File: config.mk
export PLATFORM = sky130hd
export DESIGN_NAME = kelt_ctrl
export DESIGN_NICKNAME = d
export VERILOG_FILES = /design/src/hw/rtl/kelt_pkg.sv /design/src/hw/rtl/kelt_ctrl.sv
export SDC_FILE = /design/constraint.sdc
export NUM_CORES = 1
export LEC_CHECK = 0
export ABC_AREA = 1
export BUFFER_PORTS_ARGS = -buffer_cell sky130_fd_sc_hd__buf_4
export CAP_MARGIN = 20
export CORE_AREA = 2 2 39 41
export CTS_BUF_LIST = sky130_fd_sc_hd__clkbuf_4 sky130_fd_sc_hd__clkbuf_8 sky130_fd_sc_hd__clkbuf_16
export DETAILED_ROUTE_END_ITERATION = 16
export DIE_AREA = 0 0 41 43
export MAX_ROUTING_LAYER = met4
export PLACE_DENSITY = 0.37
export SYNTH_ARGS = -nofsm -noshare
export SYNTH_HDL_FRONTEND = slang
export SYNTH_SLANG_ARGS = --single-unit
File: constraint.sdc
create_clock -name clk -period 0.9 [get_ports clk]
set_input_delay 0.18 -clock clk [delete_from_list [all_inputs] [get_ports clk]]
set_output_delay 0.18 -clock clk [all_outputs]
set_load 0.005 [all_outputs]
File: src/hw/rtl/kelt_pkg.sv
`timescale 1ns / 1ps
// Shared types and codes for the keyed expiring light table.
package kelt_pkg;

  localparam logic [1:0] CMD_NEW   = 2'd0;
  localparam logic [1:0] CMD_TICK  = 2'd1;
  localparam logic [1:0] CMD_LIST  = 2'd2;
  localparam logic [1:0] CMD_CLEAR = 2'd3;

  localparam int MAX_RESULTS = 32;
  localparam int NW          = 6;    // holds 0..MAX_RESULTS

  typedef struct packed {
    logic [1:0]         command;
    logic [15:0]        light_key;
    logic signed [23:0] pos_x;
    logic signed [23:0] pos_y;
    logic signed [23:0] pos_z;
    logic [15:0]        radius_in;
    logic [15:0]        decay_in;
    logic [15:0]        lifetime;
    logic [31:0]        now;
    logic [9:0]         frame_time;
  } req_t;

  typedef struct packed {
    logic [4:0]         slot;
    logic [15:0]        out_key;
    logic signed [23:0] out_x;
    logic signed [23:0] out_y;
    logic signed [23:0] out_z;
    logic [15:0]        out_radius;
    logic               last;
  } rsp_t;

  typedef struct packed {
    logic [15:0] key;
    logic [31:0] death;
    logic [15:0] radius;
    logic [15:0] decay;
    logic [23:0] x;
    logic [23:0] y;
    logic [23:0] z;
  } entry_t;

  localparam int ENTRY_W = $bits(entry_t);

  typedef struct packed {
    logic ready;
    logic start;
    logic scan;
    logic commit;
  } ctl_t;

  typedef struct packed {
    logic scan_done;
    logic out_free;
  } sts_t;

endpackage

File: src/hw/rtl/kelt_ctrl.sv
`timescale 1ns / 1ps
// Command sequencer for the light table.
module kelt_ctrl (
  input  logic              clk,
  input  logic              rst,
  input  logic              req_valid,
  input  logic [1:0]        req_cmd,
  input  kelt_pkg::sts_t    sts,
  output kelt_pkg::ctl_t    ctl
);
  localparam logic [1:0] S_IDLE = 2'd0;
  localparam logic [1:0] S_SCAN = 2'd1;
  localparam logic [1:0] S_NEW  = 2'd2;

  logic [1:0] state, state_next;
  logic [1:0] cmd;

  always_comb begin
    ctl.ready  = (state == S_IDLE);
    ctl.start  = ctl.ready && req_valid;
    ctl.scan   = (state == S_SCAN);
    ctl.commit = (state == S_NEW) && sts.out_free;
  end

  always_comb begin
    state_next = state;
    unique case (state)
      S_IDLE: begin
        if (ctl.start && req_cmd != kelt_pkg::CMD_CLEAR) state_next = S_SCAN;
      end
      S_SCAN: begin
        if (sts.scan_done) state_next = (cmd == kelt_pkg::CMD_NEW) ? S_NEW : S_IDLE;
      end
      S_NEW: begin
        if (sts.out_free) state_next = S_IDLE;
      end
      default: state_next = S_IDLE;
    endcase
  end

  always_ff @(posedge clk) begin
    if (rst) begin
      state <= S_IDLE;
      cmd   <= kelt_pkg::CMD_NEW;
    end else begin
      state <= state_next;
      if (ctl.start) cmd <= req_cmd;
    end
  end
endmodule

After elaboration in Yosys (flattened, before gate mapping)
Cells that the tools add are included.
{ "op_classes": {"n_reduce_logical": 6, "eq_ne": 6, "mux": 5} }
{ "op_table": {"columns": ["cell", "n"], "rows": [
  ["2-to-1 mux 2 bit", 4],
  ["!= test 2 bit, second input constant", 3],
  ["case mux 2 bit (3 select lines)", 1],
  ["logical NOT 2 bit", 2],
  ["logical AND 1 bit", 3],
  ["AND reduction 3 bit", 1],
  ["equality test 2 x 1 -> 1 bit, second input constant", 1],
  ["equality test 2 bit, second input constant", 1],
  ["!= test 2 x 1 -> 1 bit, second input constant", 1]
]} }
{ "word_totals": {"register_bits": 4, "wordCells": 19, "out_inout_bits": 4} }

Longest topological paths before layout
{ "logic_depth": {"word_depth": 5, "mapped_depth": 5, "depth_no_buf": 5} }

Worst setup path after synthesis
No wires, ideal clock.
{ "synth_path": {"path_kind": "register -> register", "from": "register state[1]", "to": "register state[0]", "path_buffers": 0, "setup_time_ns": 0.116, "setup_slack_ns": 0.063, "stages_incl_launch_ff": 4, "arrival_time_ns": 0.721, "t_required_ns": 0.784, "path_cell_list": "dfxtp_1 nor2_2 nand2_1 and3_1"} }
{ "synth_lines": {"columns": ["element", "line", "source"], "rows": [
  ["from (decl)", "kelt_ctrl.sv:15", "logic [1:0] state, state_next;"],
  ["from (signal assigned)", "kelt_ctrl.sv:46", "state <= state_next;"]
]} }

==> impl_metrics.toml <==
[route]
via_count = 267
wirelength_um = 575
wl_per_cell_um = 8.214
viasPerCell = 3.814
first_pass_iters = 4
drc = 0
ant_nets = 0
first_iter_violations = 2

[floorplanning]
die_h_um = 43
dieArea_um2 = 1763
ioPinCount = 11
start_util = 0.1664
rows = 14
core_um2 = 1384
die_w_um = 41

[yosys]
synth_edf_count = 0
syn_area_um2 = 230.2
synth_cell_types = 12
synth_most_common_cell = "nor2_1"
yosys.area.top_type = "dfxtp_1"
avgSynthCellArea_um2 = 6.395
synth-main-ff-cell = "dfxtp_1"
yosys-top-cells-count = "nor2_1 (9), nand2_1 (7), inv_1 (6)"
yosysWarnings = 0
yosysSeqAreaShare = 0.3478
synthesis.nets = 43
yosysTopAreaCellShare = 0.3478
async_reset_ff_frac = 0
ys_seq_elements = 4
synth_area_leaders = "dfxtp_1 (35%), nor2_1 (15%), nand2_1 (11%)"
syn_inst = 36

[grt]
grt_first_pass_wirelength_mm = 1.014
overflow = 0
antenna_found_initial = 0
grt_max_degree = 6
grt_pass1_vias = 263
grt_usage = 0.08875

[hold_path]
hp-start = "rst"
hold-path-endpoint = "state[1]$_SDFFE_PP0P_"
min_path_cells = 4
hp-class = "input pin to flip-flop"

[timing]
finalCritPeriodShare = 1.230
rsz0062_at_grt = "true"
layout_min_cycle_time_ns = 1.107
max_slew.worst_pin.slew_ns = 0.1557
tns_ns = -1.035
fmax_mhz = 903.5
setup_slack_ns = -0.2068
finalSetupViolCount = 8
finalHoldViolations = 0
relSlewSlack = 0.8961
finalClockSkew_ns = 0.001424
slew_violations = 0

[pwr]
power_density_nw_per_um2 = 1459
total_power_w = 0.0006537
vdd_drop_max_v = 0.0008749
cellLeakagePower_nw = 0.2222

[critical_path]
start_kind = "flip-flop"
critPathKind = "flip-flop to output port"
reg2regPathDepth = 5
timing.rr.start = "state[0]$_SDFFE_PP0P_"
worst_r2r_endpoint = "state[0]$_SDFFE_PP0P_"
worstPathArrival_ns = 0.93
crit_fanout = 3
rrSetupSlack_ns = -0.08
crit_required_ns = 0.72
end_kind = "output port"

[placement]
globalplace.congestion = 0.6803
post-dp-hpwl_um = 404.7
io_buffers = 10

[status]
status = "finished with violations"
violations = "setup timing"

[run]
drv_cap = 0

[clocking]
cts_hold_buf = 0
clock_latency_ns = 0.23
cts_made_buffers = 3
clkTransAtPathRegs_ns = 0.04
htreeDepth = 1
cts_sinks = 4
cts.path.max_buffers = 2
cts_tree = "done"
cts_root_buf = "clkbuf_4"

[layout]
drive_gt1_frac = 0.5185
area_delta_synth_final_pct = 94.57
antennaDiodeCount = 0
fin_nets = 63
-- worst max-delay path by stage --
stage               depth (start not counted)  slack, ns                     to             startpoint
global route                                2      -0.26                 ctl[2]  state[0]$_SDFFE_PP0P_
detailed placement                          4      -0.02                 ctl[0]  state[0]$_SDFFE_PP0P_
floorplan                                   3       0.06  state[0]$_SDFFE_PP0P_  state[1]$_SDFFE_PP0P_
CTS                                         2      -0.22                 ctl[2]  state[0]$_SDFFE_PP0P_
global placement                            2      -0.03                 ctl[2]  state[1]$_SDFFE_PP0P_
finish                                      2      -0.21                 ctl[2]  state[0]$_SDFFE_PP0P_
-- worst max-delay path, cell delays in order, from the launching register on --
cell     delay (ns)
dfxtp_4        0.35
nor3b_4        0.20
buf_4          0.14
-- state kept, by name, indices dropped and copies added, names as in the netlist --
signal,cells
state,2
cmd,2
-- repair_timing --
item	in CTS	in global routing
gates resized for setup	13	2
buffers inserted	4	1
endpoints found under the setup margin	7	8
pin swaps	9	2
-- layer usage --
metal | global-route usage | part of all wire
met1 | 0.09740 | 0.43
met2 | 0.1375 | 0.48
met3 | 0.06283 | 0.087
met4 | 0 | 0
met5 | - | 0
-- layout make-up --
cell class | count | area (um2)
flip-flops and latches | 4 | 87.58
repair buffers | 15 | 136.4
fillers | 150 | 935.9
multi-input cells | 25 | 155.1
well taps | 16 | 20.02
inverters | 7 | 26.28
clock buffers | 3 | 22.52
-- through the flow --
stage	util	instance area (um2)	std cells	setup WS [ns]	hold slack (ns)
6_report	0.3237	447.9	70	-0.2068	0.2404
5_1_grt	0.3237	447.9	70	-0.2627	0.2646
4_1_cts	0.3119	431.7	69	-0.2250	0.2350
3_5_place_dp	0.2405	332.8	63	-0.02035	0.4660
3_3_place_gp	0.2405	332.8	63	-0.03386	0.4615
2_1_floorplan	-	230.2	36	0.06321	0.3613
-- cells in the final DEF (no fill, tap or decap), drive strengths merged --
master,count
dfxtp,4
clkbuf,3
nand3,1
a21oi,1
inv,7
nor3b,1
nand2,8
nor2,10
nand3b,3
and3,1
buf,15
-- kinds of logic (layout without fill, tap and decap cells) --
group | after synthesis | count (layout) | synth area share
and+or+nand+nor | 24 | 24 | 0.5163
DFF | 4 | 4 | 0.3478
AOI/OAI and AO/OA | 1 | 1 | 0.02172
buffers and inverters | 7 | 25 | 0.1141
-- report_power, final --
part | leakage [nW] | total (W) | switching (W) | internal [W]
combinational | 0.174 | 0.000223 | 0.0000881 | 0.000135
sequential | 0.0344 | 0.000212 | 0.0000180 | 0.000194
clock | 0.0138 | 0.000218 | 0.0000694 | 0.000149
total | 0.222 | 0.000654 | 0.000175 | 0.000478
(Power assumes the default switching activity.)
